[src/hdl/irpd_pkg.sv]
// Shared types and constants for the IR packet deframer.
`default_nettype none

package irpd_pkg;

    localparam int DATA_BITS       = 24;
    localparam int CRC_BITS        = 5;
    localparam int BODY_BITS       = DATA_BITS + CRC_BITS;
    localparam int BODY_CNT_W      = $clog2(BODY_BITS + 1);
    localparam int CRC_STEP_W      = $clog2(DATA_BITS);
    localparam int RUN_W           = 4;
    localparam int RUN_MAX         = 15;
    localparam int INDEX_W         = 8;
    localparam int BYTE_W          = 8;
    localparam int COUNT_W         = 9;
    localparam int QUEUE_DEPTH     = 2;
    localparam int MAX_PACKETS_DEF = 256;
    localparam int HEADER_RUN_DEF  = 10;

    localparam logic [DATA_BITS-1:0] CRC_POLY_RESET = 24'h280000;

    typedef struct packed {
        logic [DATA_BITS-1:0] data;
        logic [CRC_BITS-1:0]  crc;
    } packet_t;

    typedef struct packed {
        logic               crc_ok;
        logic [INDEX_W-1:0] packet_index;
        logic [BYTE_W-1:0]  first_byte;
        logic [BYTE_W-1:0]  second_byte;
        logic               length_known;
        logic [COUNT_W-1:0] message_packets;
        logic               message_done;
    } result_t;

    typedef enum logic [1:0] {
        PH_HUNT = 2'b01,
        PH_BODY = 2'b10
    } front_state_t;

    typedef enum logic [2:0] {
        BK_IDLE = 3'b001,
        BK_CRC  = 3'b010,
        BK_BOOK = 3'b100
    } back_state_t;

endpackage

`default_nettype wire

[src/hdl/irpd_fifo.sv]
// Small two-entry queue used between the deframer stages and at the result side.
`default_nettype none

module irpd_fifo #(
    parameter int WIDTH = 1
) (
    input  wire logic             clk,
    input  wire logic             rst_n,
    input  wire logic             push,
    input  wire logic [WIDTH-1:0] wdata,
    input  wire logic             pop,
    output logic      [WIDTH-1:0] rdata,
    output logic                  full,
    output logic                  empty
);

    localparam int DEPTH = irpd_pkg::QUEUE_DEPTH;
    localparam int PTR_W = $clog2(DEPTH);
    localparam int CNT_W = $clog2(DEPTH + 1);

    logic [WIDTH-1:0] entry_reg [DEPTH];
    logic [PTR_W-1:0] wr_ptr_reg, wr_ptr_next;
    logic [PTR_W-1:0] rd_ptr_reg, rd_ptr_next;
    logic [CNT_W-1:0] count_reg, count_next;
    logic             do_push;
    logic             do_pop;

    assign full    = (count_reg == CNT_W'(DEPTH));
    assign empty   = (count_reg == '0);
    assign do_push = push && !full;
    assign do_pop  = pop && !empty;
    assign rdata   = entry_reg[rd_ptr_reg];

    always_comb
    begin
        wr_ptr_next = wr_ptr_reg;
        rd_ptr_next = rd_ptr_reg;
        count_next  = count_reg;
        if (do_push)
        begin
            wr_ptr_next = (wr_ptr_reg == PTR_W'(DEPTH - 1)) ? '0 : wr_ptr_reg + 1'b1;
        end
        if (do_pop)
        begin
            rd_ptr_next = (rd_ptr_reg == PTR_W'(DEPTH - 1)) ? '0 : rd_ptr_reg + 1'b1;
        end
        if (do_push && !do_pop)
        begin
            count_next = count_reg + 1'b1;
        end
        else if (do_pop && !do_push)
        begin
            count_next = count_reg - 1'b1;
        end
    end

    always_ff @(posedge clk or negedge rst_n)
    begin
        if (!rst_n)
        begin
            wr_ptr_reg <= '0;
            rd_ptr_reg <= '0;
            count_reg  <= '0;
        end
        else
        begin
            wr_ptr_reg <= wr_ptr_next;
            rd_ptr_reg <= rd_ptr_next;
            count_reg  <= count_next;
        end
    end

    always_ff @(posedge clk)
    begin
        if (do_push)
        begin
            entry_reg[wr_ptr_reg] <= wdata;
        end
    end

endmodule

`default_nettype wire

[src/hdl/irpd_front.sv]
// Front stage: header hunt and packet bit collection.
`default_nettype none

module irpd_front #(
    parameter int HEADER_RUN = irpd_pkg::HEADER_RUN_DEF
) (
    input  wire logic              clk,
    input  wire logic              rst_n,
    input  wire logic              accept,
    input  wire logic              ir_bit,
    output logic                   pkt_push,
    output irpd_pkg::packet_t      pkt_data
);

    localparam int RUN_W = irpd_pkg::RUN_W;
    localparam int CNT_W = irpd_pkg::BODY_CNT_W;
    localparam int BODY  = irpd_pkg::BODY_BITS;

    localparam logic [RUN_W-1:0] RUN_LIMIT = RUN_W'(irpd_pkg::RUN_MAX);
    localparam logic [RUN_W-1:0] HDR_LEN   = RUN_W'(HEADER_RUN);

    irpd_pkg::front_state_t state_reg, state_next;
    logic [RUN_W-1:0]       zero_run_reg, zero_run_next;
    logic [RUN_W-1:0]       one_run_reg, one_run_next;
    logic                   zero_seen_reg, zero_seen_next;
    logic                   prev_bit_reg, prev_bit_next;
    logic [CNT_W-1:0]       bit_cnt_reg, bit_cnt_next;
    logic [BODY-1:0]        shift_reg, shift_next;
    logic                   last_bit;

    assign last_bit = (bit_cnt_reg == CNT_W'(BODY - 1));
    assign shift_next = {shift_reg[BODY-2:0], ir_bit};
    assign pkt_push = accept && (state_reg == irpd_pkg::PH_BODY) && last_bit;
    assign pkt_data = irpd_pkg::packet_t'(shift_next);

    always_comb
    begin
        state_next     = state_reg;
        zero_run_next  = zero_run_reg;
        one_run_next   = one_run_reg;
        zero_seen_next = zero_seen_reg;
        prev_bit_next  = prev_bit_reg;
        bit_cnt_next   = bit_cnt_reg;
        if (accept)
        begin
            unique case (state_reg)
                irpd_pkg::PH_HUNT:
                begin
                    prev_bit_next = ir_bit;
                    if (!ir_bit)
                    begin
                        if (!prev_bit_reg)
                        begin
                            if (zero_run_reg < RUN_LIMIT)
                            begin
                                zero_run_next = zero_run_reg + 1'b1;
                            end
                        end
                        else
                        begin
                            zero_run_next  = RUN_W'(1);
                            zero_seen_next = 1'b0;
                        end
                        if (zero_run_next >= HDR_LEN)
                        begin
                            zero_seen_next = 1'b1;
                        end
                    end
                    else if (zero_seen_reg)
                    begin
                        if (!prev_bit_reg)
                        begin
                            one_run_next = RUN_W'(1);
                        end
                        else if (one_run_reg < RUN_LIMIT)
                        begin
                            one_run_next = one_run_reg + 1'b1;
                        end
                        if (one_run_next == HDR_LEN)
                        begin
                            state_next     = irpd_pkg::PH_BODY;
                            bit_cnt_next   = '0;
                            zero_seen_next = 1'b0;
                            one_run_next   = '0;
                        end
                    end
                end
                irpd_pkg::PH_BODY:
                begin
                    if (last_bit)
                    begin
                        state_next   = irpd_pkg::PH_HUNT;
                        bit_cnt_next = '0;
                    end
                    else
                    begin
                        bit_cnt_next = bit_cnt_reg + 1'b1;
                    end
                end
                default:
                begin
                    state_next = irpd_pkg::PH_HUNT;
                end
            endcase
        end
    end

    always_ff @(posedge clk or negedge rst_n)
    begin
        if (!rst_n)
        begin
            state_reg     <= irpd_pkg::PH_HUNT;
            zero_run_reg  <= '0;
            one_run_reg   <= '0;
            zero_seen_reg <= 1'b0;
            prev_bit_reg  <= 1'b1;
            bit_cnt_reg   <= '0;
        end
        else
        begin
            state_reg     <= state_next;
            zero_run_reg  <= zero_run_next;
            one_run_reg   <= one_run_next;
            zero_seen_reg <= zero_seen_next;
            prev_bit_reg  <= prev_bit_next;
            bit_cnt_reg   <= bit_cnt_next;
        end
    end

    always_ff @(posedge clk)
    begin
        if (accept && (state_reg == irpd_pkg::PH_BODY))
        begin
            shift_reg <= shift_next;
        end
    end

endmodule

`default_nettype wire

[src/hdl/irpd_back.sv]
// Back stage: serial CRC check and message bookkeeping per packet.
`default_nettype none

module irpd_back #(
    parameter int MAX_PACKETS = irpd_pkg::MAX_PACKETS_DEF
) (
    input  wire logic                                clk,
    input  wire logic                                rst_n,
    input  wire logic                                cfg_write,
    input  wire logic [irpd_pkg::DATA_BITS-1:0]      cfg_data,
    input  wire logic                                pkt_empty,
    input  wire irpd_pkg::packet_t                   pkt_data,
    output logic                                     pkt_pop,
    input  wire logic                                res_full,
    output logic                                     res_push,
    output irpd_pkg::result_t                        res_data
);

    localparam int DW      = irpd_pkg::DATA_BITS;
    localparam int CW      = irpd_pkg::CRC_BITS;
    localparam int STEP_W  = irpd_pkg::CRC_STEP_W;
    localparam int IDX_W   = irpd_pkg::INDEX_W;
    localparam int CNT_W   = irpd_pkg::COUNT_W;
    localparam int BW      = irpd_pkg::BYTE_W;
    localparam int MAP_W   = $clog2(MAX_PACKETS);
    localparam int MAP_N   = 2 ** MAP_W;

    localparam logic [CNT_W-1:0] MAX_P = CNT_W'(MAX_PACKETS);

    irpd_pkg::back_state_t  state_reg, state_next;
    logic [DW-1:0]          poly_reg;
    logic [DW-1:0]          rem_reg, rem_next;
    logic [STEP_W-1:0]      step_reg, step_next;
    irpd_pkg::packet_t      pkt_reg;
    logic [MAP_N-1:0]       seen_reg;
    logic [CNT_W-1:0]       distinct_reg, distinct_next;
    logic [IDX_W-1:0]       last_idx_reg, last_idx_next;
    logic                   last_valid_reg, last_valid_next;
    logic [CNT_W-1:0]       length_reg, length_next;
    logic                   length_valid_reg, length_valid_next;
    logic                   done_reg, done_next;
    logic                   load;
    logic                   book;
    logic                   crc_ok;
    logic [IDX_W-1:0]       idx;
    logic                   record;
    logic                   was_seen;

    assign idx      = pkt_reg.data[DW-1 -: IDX_W];
    assign crc_ok   = (pkt_reg.crc == rem_reg[DW-1 -: CW]);
    assign record   = crc_ok && ({1'b0, idx} < MAX_P);
    assign was_seen = seen_reg[idx[MAP_W-1:0]];
    assign load     = (state_reg == irpd_pkg::BK_IDLE) && !pkt_empty;
    assign pkt_pop  = load;
    assign book     = (state_reg == irpd_pkg::BK_BOOK) && !res_full;
    assign res_push = book;

    always_comb
    begin
        state_next = state_reg;
        rem_next   = rem_reg;
        step_next  = step_reg;
        unique case (state_reg)
            irpd_pkg::BK_IDLE:
            begin
                rem_next  = pkt_data.data;
                step_next = '0;
                if (load && !done_reg)
                begin
                    state_next = irpd_pkg::BK_CRC;
                end
            end
            irpd_pkg::BK_CRC:
            begin
                rem_next  = {rem_reg[DW-2:0] ^ (rem_reg[DW-1] ? poly_reg[DW-2:0] : '0), 1'b0};
                step_next = step_reg + 1'b1;
                if (step_reg == STEP_W'(DW - 1))
                begin
                    state_next = irpd_pkg::BK_BOOK;
                end
            end
            irpd_pkg::BK_BOOK:
            begin
                if (book)
                begin
                    state_next = irpd_pkg::BK_IDLE;
                end
            end
            default:
            begin
                state_next = irpd_pkg::BK_IDLE;
            end
        endcase
    end

    always_comb
    begin
        distinct_next     = distinct_reg;
        last_idx_next     = last_idx_reg;
        last_valid_next   = last_valid_reg;
        length_next       = length_reg;
        length_valid_next = length_valid_reg;
        if (record)
        begin
            if (!was_seen)
            begin
                distinct_next = distinct_reg + 1'b1;
            end
            if (!length_valid_reg)
            begin
                if (last_valid_reg && (idx <= last_idx_reg))
                begin
                    length_next       = {1'b0, last_idx_reg} + 1'b1;
                    length_valid_next = 1'b1;
                end
                else
                begin
                    last_idx_next   = idx;
                    last_valid_next = 1'b1;
                end
            end
        end
        done_next = length_valid_next && (distinct_next >= length_next);
    end

    always_comb
    begin
        res_data.crc_ok          = crc_ok;
        res_data.packet_index    = idx;
        res_data.first_byte      = pkt_reg.data[BW +: BW];
        res_data.second_byte     = pkt_reg.data[BW-1:0];
        res_data.length_known    = length_valid_next;
        res_data.message_packets = length_valid_next ? length_next : '0;
        res_data.message_done    = done_next;
    end

    always_ff @(posedge clk or negedge rst_n)
    begin
        if (!rst_n)
        begin
            state_reg        <= irpd_pkg::BK_IDLE;
            poly_reg         <= irpd_pkg::CRC_POLY_RESET;
            seen_reg         <= '0;
            distinct_reg     <= '0;
            last_idx_reg     <= '0;
            last_valid_reg   <= 1'b0;
            length_reg       <= '0;
            length_valid_reg <= 1'b0;
            done_reg         <= 1'b0;
        end
        else
        begin
            state_reg <= state_next;
            if (cfg_write)
            begin
                poly_reg <= cfg_data;
            end
            if (book)
            begin
                if (record)
                begin
                    seen_reg[idx[MAP_W-1:0]] <= 1'b1;
                end
                distinct_reg     <= distinct_next;
                last_idx_reg     <= last_idx_next;
                last_valid_reg   <= last_valid_next;
                length_reg       <= length_next;
                length_valid_reg <= length_valid_next;
                done_reg         <= done_next;
            end
        end
    end

    always_ff @(posedge clk)
    begin
        rem_reg  <= rem_next;
        step_reg <= step_next;
        if (load)
        begin
            pkt_reg <= pkt_data;
        end
    end

endmodule

`default_nettype wire

[src/hdl/ir_packet_deframer_core.sv]
// Top level of the IR packet deframer: front stage, packet queue, back stage, result queue.
//
// Input side: one sampled IR bit per transaction on ir_bit, taken when push is
// high and full is low. While full is low, bits stream in one per cycle with no gaps needed.
// A front stage hunts for the header (long zero run, then the set count of ones)
// and gathers the 29 packet bits; each finished packet enters a two-entry queue.
// The back stage takes one packet, runs the CRC one division step per cycle,
// then updates the seen-index map and message length and writes the result
// into a two-entry result queue. Packets are at least 49 bits apart, so the
// back stage keeps up and full stays low unless results are left unpopped.
// Result side: the oldest result is shown while empty is low; pop takes it.
// When the receiver stalls, results collect in the queues and full rises once
// two finished packets wait; input resumes once pop frees space and the back stage takes the next packet.
// Once the message is complete, further bits are taken and dropped.
// Reset clears all hunt state, bookkeeping and queues and loads the default
// CRC polynomial; cfg_ready is always high and a write replaces the polynomial.
`default_nettype none

module ir_packet_deframer_core #(
    parameter int MAX_PACKETS = irpd_pkg::MAX_PACKETS_DEF,
    parameter int HEADER_RUN  = irpd_pkg::HEADER_RUN_DEF
) (
    input  wire logic                               clk,
    input  wire logic                               rst_n,
    input  wire logic                               push,
    output logic                                    full,
    input  wire logic                               ir_bit,
    output logic                                    empty,
    input  wire logic                               pop,
    output logic                                    crc_ok,
    output logic [irpd_pkg::INDEX_W-1:0]            packet_index,
    output logic [irpd_pkg::BYTE_W-1:0]             first_byte,
    output logic [irpd_pkg::BYTE_W-1:0]             second_byte,
    output logic                                    length_known,
    output logic [irpd_pkg::COUNT_W-1:0]            message_packets,
    output logic                                    message_done,
    input  wire logic                               cfg_valid,
    output logic                                    cfg_ready,
    input  wire logic [irpd_pkg::DATA_BITS-1:0]     cfg_data
);

    localparam int PKT_W = $bits(irpd_pkg::packet_t);
    localparam int RES_W = $bits(irpd_pkg::result_t);

    logic              accept;
    logic              front_push;
    irpd_pkg::packet_t front_pkt;
    logic [PKT_W-1:0]  queue_rdata;
    logic              queue_empty;
    logic              queue_pop;
    logic              res_full;
    logic              res_push;
    irpd_pkg::result_t res_wdata;
    logic [RES_W-1:0]  res_rdata;
    irpd_pkg::result_t res_head;

    assign accept    = push && !full;
    assign cfg_ready = 1'b1;

    irpd_front #(
        .HEADER_RUN (HEADER_RUN)
    ) u_front (
        .clk      (clk),
        .rst_n    (rst_n),
        .accept   (accept),
        .ir_bit   (ir_bit),
        .pkt_push (front_push),
        .pkt_data (front_pkt)
    );

    irpd_fifo #(
        .WIDTH (PKT_W)
    ) u_pkt_queue (
        .clk   (clk),
        .rst_n (rst_n),
        .push  (front_push),
        .wdata (PKT_W'(front_pkt)),
        .pop   (queue_pop),
        .rdata (queue_rdata),
        .full  (full),
        .empty (queue_empty)
    );

    irpd_back #(
        .MAX_PACKETS (MAX_PACKETS)
    ) u_back (
        .clk       (clk),
        .rst_n     (rst_n),
        .cfg_write (cfg_valid && cfg_ready),
        .cfg_data  (cfg_data),
        .pkt_empty (queue_empty),
        .pkt_data  (irpd_pkg::packet_t'(queue_rdata)),
        .pkt_pop   (queue_pop),
        .res_full  (res_full),
        .res_push  (res_push),
        .res_data  (res_wdata)
    );

    irpd_fifo #(
        .WIDTH (RES_W)
    ) u_res_queue (
        .clk   (clk),
        .rst_n (rst_n),
        .push  (res_push),
        .wdata (RES_W'(res_wdata)),
        .pop   (pop),
        .rdata (res_rdata),
        .full  (res_full),
        .empty (empty)
    );

    assign res_head        = irpd_pkg::result_t'(res_rdata);
    assign crc_ok          = res_head.crc_ok;
    assign packet_index    = res_head.packet_index;
    assign first_byte      = res_head.first_byte;
    assign second_byte     = res_head.second_byte;
    assign length_known    = res_head.length_known;
    assign message_packets = res_head.message_packets;
    assign message_done    = res_head.message_done;

endmodule

`default_nettype wire
[config.mk]
export PLATFORM = sky130hd
export DESIGN_NAME = ir_packet_deframer_core
export DESIGN_NICKNAME = d
export VERILOG_FILES = /design/src/hdl/irpd_pkg.sv /design/src/hdl/irpd_fifo.sv /design/src/hdl/irpd_front.sv /design/src/hdl/irpd_back.sv /design/src/hdl/ir_packet_deframer_core.sv
export SDC_FILE = /design/constraint.sdc
export NUM_CORES = 1
export LEC_CHECK = 0
export BUFFER_PORTS_ARGS = -buffer_cell sky130_fd_sc_hd__buf_2
export CAP_MARGIN = 25
export CORE_MARGIN = 1.5
export CORE_UTILIZATION = 64
export CTS_CLUSTER_DIAMETER = 120
export DETAILED_ROUTE_END_ITERATION = 8
export GPL_TIMING_DRIVEN = 0
export PLACE_DENSITY = 0.8
export SYNTH_ARGS = -nofsm -noshare
export SYNTH_HDL_FRONTEND = slang
export SYNTH_SLANG_ARGS = --single-unit
[constraint.sdc]
create_clock -name clk -period 6.9 [get_ports clk]
set_input_delay 1.035 -clock clk [delete_from_list [all_inputs] [get_ports clk]]
set_output_delay 1.035 -clock clk [all_outputs]
set_load 0.02 [all_outputs]
# [After elaboration in Yosys (flattened, before gate mapping)]
# Memories as Yosys holds them, arrays and structs flattened.
# Cells that the tools add are included.
[word_totals] elab_cells=173 latchBits=0 romBits=0 register_bits=422 mem_count=2 out_inout_bits=39 mem_bits_rw=130 input_bits=30
[memory_table] memory="u_res_queue.entry_reg" words=2 word_bits=36 rd=1 rd_ports_with_merged_regs=0 wr=1 line="irpd_fifo.sv:21" text="logic [WIDTH-1:0] entry_reg [DEPTH];"
[memory_table] memory="u_pkt_queue.entry_reg" words=2 word_bits=29 rd=1 rd_ports_with_merged_regs=0 wr=1 line="irpd_fifo.sv:21"
[classes] eq_ne=18 bitwise_logic=5 addsub=14 muxes=59 shift=0 div=0 multipliers=0 order_cmp=7 n_reduce_logical=42
[ops] cell="$or 256x256->256" count=1
[ops] cell="$mux 9" count=6
[ops] cell="$mux 4" count=12
[ops] cell="$pmux 24 s2" count=1
[ops] cell="$mux 23" count=1
[ops] cell="$xor 23x23->23" count=1
[ops] cell="$mux 5" count=4
[ops] cell="$pmux 5 s2" count=2
[ops] cell="$mux 1" count=18
[ops] cell="$logic_and 1x1->1" count=17
[ops] cell="$mux 2" count=8
[ops] cell="$add 5x1->5 const B" count=2
[ops] cell="$eq 5x5->1 const B" count=2
[ops] cell="$ne 2x1->1 const B" count=5
[ops] cell="$reduce_and 5->1" count=2
[ops] cell="$add 8x1->9 const B" count=1
[ops] cell="$add 9x1->9 const B" count=1
[ops] cell="$ge 9x9->1" count=1
[ops] cell="$logic_not 1->1" count=9
[ops] cell="$lt 8x9->1 const B" count=1
[ops] cell="$mux 3" count=3
[ops] cell="$pmux 3 s3" count=1
[ops] cell="$reduce_and 3->1" count=3
[ops] cell="$add 4x1->4 const B" count=2
[ops] cell="other kinds (24)" count=41

# [Depth between registers and ports, before layout]
[depth] word_depth=12 mapped_depth=22 mapped_depth_nobuf=19

# [Hierarchy]
# A second synthesis with hierarchy kept.
[hier_totals] cells_unflattened=1675 hier_area_um2=23984.3
[modules_own_cells] module="irpd_back" instances=1 seq_area_each_um2=9527.9 area_per_inst_um2=16627.2 cells_each=1277
[modules_own_cells] module="irpd_fifo at u_res_queue" instances=1 seq_area_each_um2=2262.2 area_per_inst_um2=2944.1 cells_each=131
[modules_own_cells] module="irpd_fifo at u_pkt_queue" instances=1 seq_area_each_um2=1841.8 area_per_inst_um2=2407.3 cells_each=109
[modules_own_cells] module="irpd_front" instances=1 seq_area_each_um2=1268.7 area_per_inst_um2=1980.6 cells_each=155
[modules_own_cells] module="ir_packet_deframer_core" instances=1 seq_area_each_um2=0.0 area_per_inst_um2=25.0 cells_each=3

# [Least setup slack after synthesis]
# Ideal clock, no wire load.
[synth_path] path_kind="input to register" from="in push" to="mem u_pkt_queue.entry_reg[0][0] in the netlist's numbering (enable)" path_stages=4 arrival_ns=4.738 required_time_ns=6.449 path_buffers=0 setup_ns=0.451 slack_ns=1.711 cell_sequence="o21ai_1 > nor2_1 > inv_1 > nor3_1"
[synth_between] elab_chain_len=6
[synth_lines] item="from (decl)" line="ir_packet_deframer_core.sv:25" text="input wire logic push,"
[synth_lines] item="$logic_and 1x1->1" line="ir_packet_deframer_core.sv:57" text="assign accept = push && !full;"
[synth_lines] item="$logic_and 1x1->1 (2 in a row)" line="irpd_front.sv:33" text="assign pkt_push = accept && (state_reg == irpd_pkg::PH_BODY) && last_bit;"
[synth_lines] item="$logic_and 1x1->1" line="irpd_fifo.sv:30" text="assign do_push = push && !full;"
[synth_lines] item="$mux 1" line="irpd_fifo.sv:75" text="if (do_push)"
[synth_lines] item="$mux 1 (implied by the code)" line="irpd_fifo.sv:77" text="entry_reg[wr_ptr_reg] <= wdata;"
[synth_lines] item="to (decl)" line="irpd_fifo.sv:21"
# Every way passes these cells.

==> impl_results.md <==
* Sequential area share after synthesis at 0.6402
* Max_cap viols at 0
* DR WL/cell at 24.73 um
* Yosys reg bits at 552
* Detailed Routing Iterations Pass 1 at 9
* Post-route DRC at 0
* Area grow syn2layout at 12.89%
* Final #Nets at 1819
* Post-synth EDFFs at 216
* HP Class: input pin to async pin
* CTS tree: yes
* Max-slew violations at 0
* Die span in x at 193.7 um
* VDD IR-drop max at 0.0002699 V
* Worst Skew at 0.04456 ns
* Worst-Margin Slew at 1.096 ns
* Yosys cell types at 64
* I/O pin cnt at 69
* Synth Area in Adders at 0.01398
* Starting Density at 0.6528
* Leakage at 11.98 nW
* RD Place Congestion at 0.9188
* Fillers at 2182
* Slowest-stage cell, CP: a2111oi_0
* Floorplan row count at 69
* Worst-path cell chain: buf_6 > buf_6 > buf_2 > buf_4 > mux2i_1 > nand2_1 > a41oi_1 > o311ai_0 > nand3_1 > o2111ai_2 > nor2_1 > mux2_1 > ha_1 > a21o_1 > a21o_1 > a21o_1 > a21o_1 > a21o_1 > a2111oi_0 > nor2_1
* Most frequent cells in the layout: 331 x dfrtp_1, 216 x edfxtp_1, 137 x a21o_1, 131 x o21bai_1, 90 x mux2_2
* Initial antenna violation count at 0
* CTS root buffer: clkbuf_16
* Status: finished, final reports clean
* Die Y at 193.7 um
* Mapped Area at 23280 sq um
* Vias/cell at 6.511
* Post-synth ARST share at 0.6087
* Vias in the first global route at 15320
* Clk_lat worst skew at 0.64 ns
* CP Capture Type: flip-flop
* Share of layout cells above drive strength 1 at 0.1961
* Max Freq at 162.8 MHz
* Gr ovfl total at 0
* Placed instance count at 2167
* CP Launch Type: flip-flop
* First-pass GRT wire length at 88160 um
* Reg-to-Reg Start: u_back.res_data[28]
* Period utilisation layout at 0.8903
* Clock slew at reported path FFs at 0.06 ns
* Post-CTS Resized at 0
* Port-buffer cells at 66
* Area of the core at 35660 sq um
* Multiplexer area fraction after synthesis at 0.1210
* CTS H-Tree Depth at 2
* # setup viols final at 0
* Max incr delay on CP at 0.67 ns
* Compound-Gate Fraction of Synth Area at 0.1204
* Post-CTS setup buffer count at 0
* Post-Synth XOR/XNOR Area at 0.02371
* Most common cell on crit path: a21o_1
* Slew HR at 0.2668
* Final min period at 6.143 ns
* Starting DRT DRC Count at 1630
* Hold Worst Slack at 0.3178 ns
* DR vias at 14760
* Power Density at 267.0 nW/um^2
* Antenna-violating nets left at 0
* Routed WL at 56030 um
* Largest family of logic cells by synthesized area: multiplexers
* Ys Warns at 0
* Leading cell type in the layout, fill and taps excluded: dfrtp_1
* Clock buffer depth at 3
* Inserted Clock Buffers at 54
* CTS sink count at 552
* Post-Syn Nets at 1685
* Fin. Hold Viols at 0
* Largest net degree at the start of global routing at 111
* CP startpoint: u_back.res_data[28]
* Req. time, crit path at 7.22 ns
* Die area at 37520 sq um
* Antenna diode count at 0
* Worst setup path class: flip-flop to flip-flop
* Synth Area in Simple Gates at 0.06241
* Crit path DAT at 6.46 ns
* Post-Layout Cell Count at 2266
* Post-DP HPWL at 36220 um
* Gr usage total at 0.3070
* CTS Hold Bufs at 0
* Synth Area per Inst at 14.29 sq um
* Ys flop type: dfrtp_1
* CP Max Fanout at 10
* RSZ-0062 raised after global routing: no
* Synth Instances at 1629
* Max FFs per register at 256
==> layout make-up <==
cell class                      count  area, sq um  share of cell area
Buffer                             75        334.1             0.01271
Timing Repair Buffer               78        566.8             0.02157
Inverter                           24        90.09            0.003428
Clock inverter                     27        335.3             0.01276
Tap cell                          461        576.8             0.02195
Clock buffer                       71         1465             0.05576
Multi-Input combinational cell    978         8008              0.3047
Sequential cell                   552        14900              0.5671
==> worst paths after layout <==
path,cells after the start,slack [ns],end
setup / recovery,20,0.76,u_res_queue.entry_reg[0][0]
max in group asynchronous,3,5.26,u_back.seen_reg[198]
hold / removal,1,0.32,u_back.seen_reg[124]
setup reg to reg,20,0.76,u_res_queue.entry_reg[0][0]
min in group clk,0,0.45,u_res_queue.entry_reg[1][19]
hold reg to reg,0,0.45,u_res_queue.entry_reg[1][19]
==> worst max-delay path: cells and delay by family (launching register included) <==
family	cells	cell delay, ns
compound gates	9	2.45
fa+ha+maj	1	0.28
buf+inv	4	1.22
flops	1	0.49
mux	2	0.66
simple gates	4	0.71
==> layer usage <==
layer | wire length (um) | global-route usage | vias to the layer above
met1 | 22310 | 0.4239 | 7552
met5 | 0 | 0 | -
met2 | 26420 | 0.4839 | 755
met4 | 2134 | 0.1152 | 0
met3 | 5162 | 0.06906 | 176
li1 | - | - | 6272
==> cell usage after synthesis (2+ instances only) <==
| master | instances | area share |
|---|---|---|
| inv_1 | 22 | 0.0035 |
| o31ai_1 | 5 | 0.0016 |
| buf_2 | 12 | 0.0026 |
| nand4_1 | 5 | 0.0013 |
| buf_6 | 3 | 0.0015 |
| dfrtp_1 | 331 | 0.36 |
| nand2b_1 | 23 | 0.0062 |
| mux2_1 | 19 | 0.0092 |
| a22oi_1 | 10 | 0.0032 |
| a41oi_1 | 2 | 0.00075 |
| o21bai_1 | 131 | 0.042 |
| xor2_1 | 46 | 0.017 |
| mux4_2 | 51 | 0.049 |
| nor3b_1 | 4 | 0.0013 |
| and2_1 | 11 | 0.0030 |
| nand2_1 | 77 | 0.012 |
| or2_2 | 6 | 0.0016 |
| ha_1 | 26 | 0.014 |
| xnor2_1 | 17 | 0.0064 |
| a211oi_1 | 5 | 0.0016 |
| a31oi_1 | 6 | 0.0016 |
| o21ai_0 | 18 | 0.0039 |
| buf_4 | 4 | 0.0013 |
| edfxtp_1 | 216 | 0.28 |
| a21o_1 | 137 | 0.044 |
| mux2i_1 | 44 | 0.019 |
| nor2b_1 | 16 | 0.0043 |
| nor3_2 | 10 | 0.0043 |
| o21a_1 | 4 | 0.0013 |
| nor3_1 | 14 | 0.0030 |
| nor4_1 | 3 | 0.00081 |
| dfstp_2 | 5 | 0.0056 |
| buf_1 | 4 | 0.00064 |
| and3_1 | 7 | 0.0019 |
| o22ai_1 | 6 | 0.0016 |
| a21oi_1 | 38 | 0.0082 |
| nor2_1 | 78 | 0.013 |
| a22o_1 | 10 | 0.0038 |
| nand3_1 | 31 | 0.0067 |
| clkbuf_1 | 52 | 0.0084 |
| o21ai_1 | 3 | 0.00064 |
| mux2_2 | 90 | 0.044 |
| or3_1 | 6 | 0.0016 |
==> metrics by stage <==
step	total power [mW]	cell area [sq um]	setup WS, ns	util	TNS [ns]
2_1_floorplan	3.920	23280	1.711	-	0
3_3_place_gp	4.097	24180	-1.368	0.6782	-450.07
5_1_grt	7.229	26280	0.5833	0.7370	0
6_report	7.015	26280	0.7572	0.7370	0
4_1_cts	7.046	26270	0.9008	0.7367	0
3_5_place_dp	4.122	24470	0.9626	0.6862	0
==> power by group <==
group / internal (mW) / total (mW) / switching (mW) / leakage (nW)
registers: 3.44 / 3.50 / 0.0603 / 6.60
logic: 0.231 / 0.555 / 0.324 / 4.53
clock network: 1.66 / 2.95 / 1.29 / 0.850
total: 5.34 / 7.01 / 1.68 / 12.0
==> logic make-up (layout without fill, tap and decap cells) <==
logic type / Yosys count / after routing
multiplexers: 204 / 204
AO/OA/AOI/OAI: 389 / 389
adder cells (fa/ha/maj): 26 / 26
XOR/XNOR: 63 / 63
flip-flops: 552 / 552
buffers and inverters: 99 / 275
other: 1 / 1
AND/OR/NAND/NOR: 295 / 295
No activity file was read; power rests on OpenSTA's default activity.
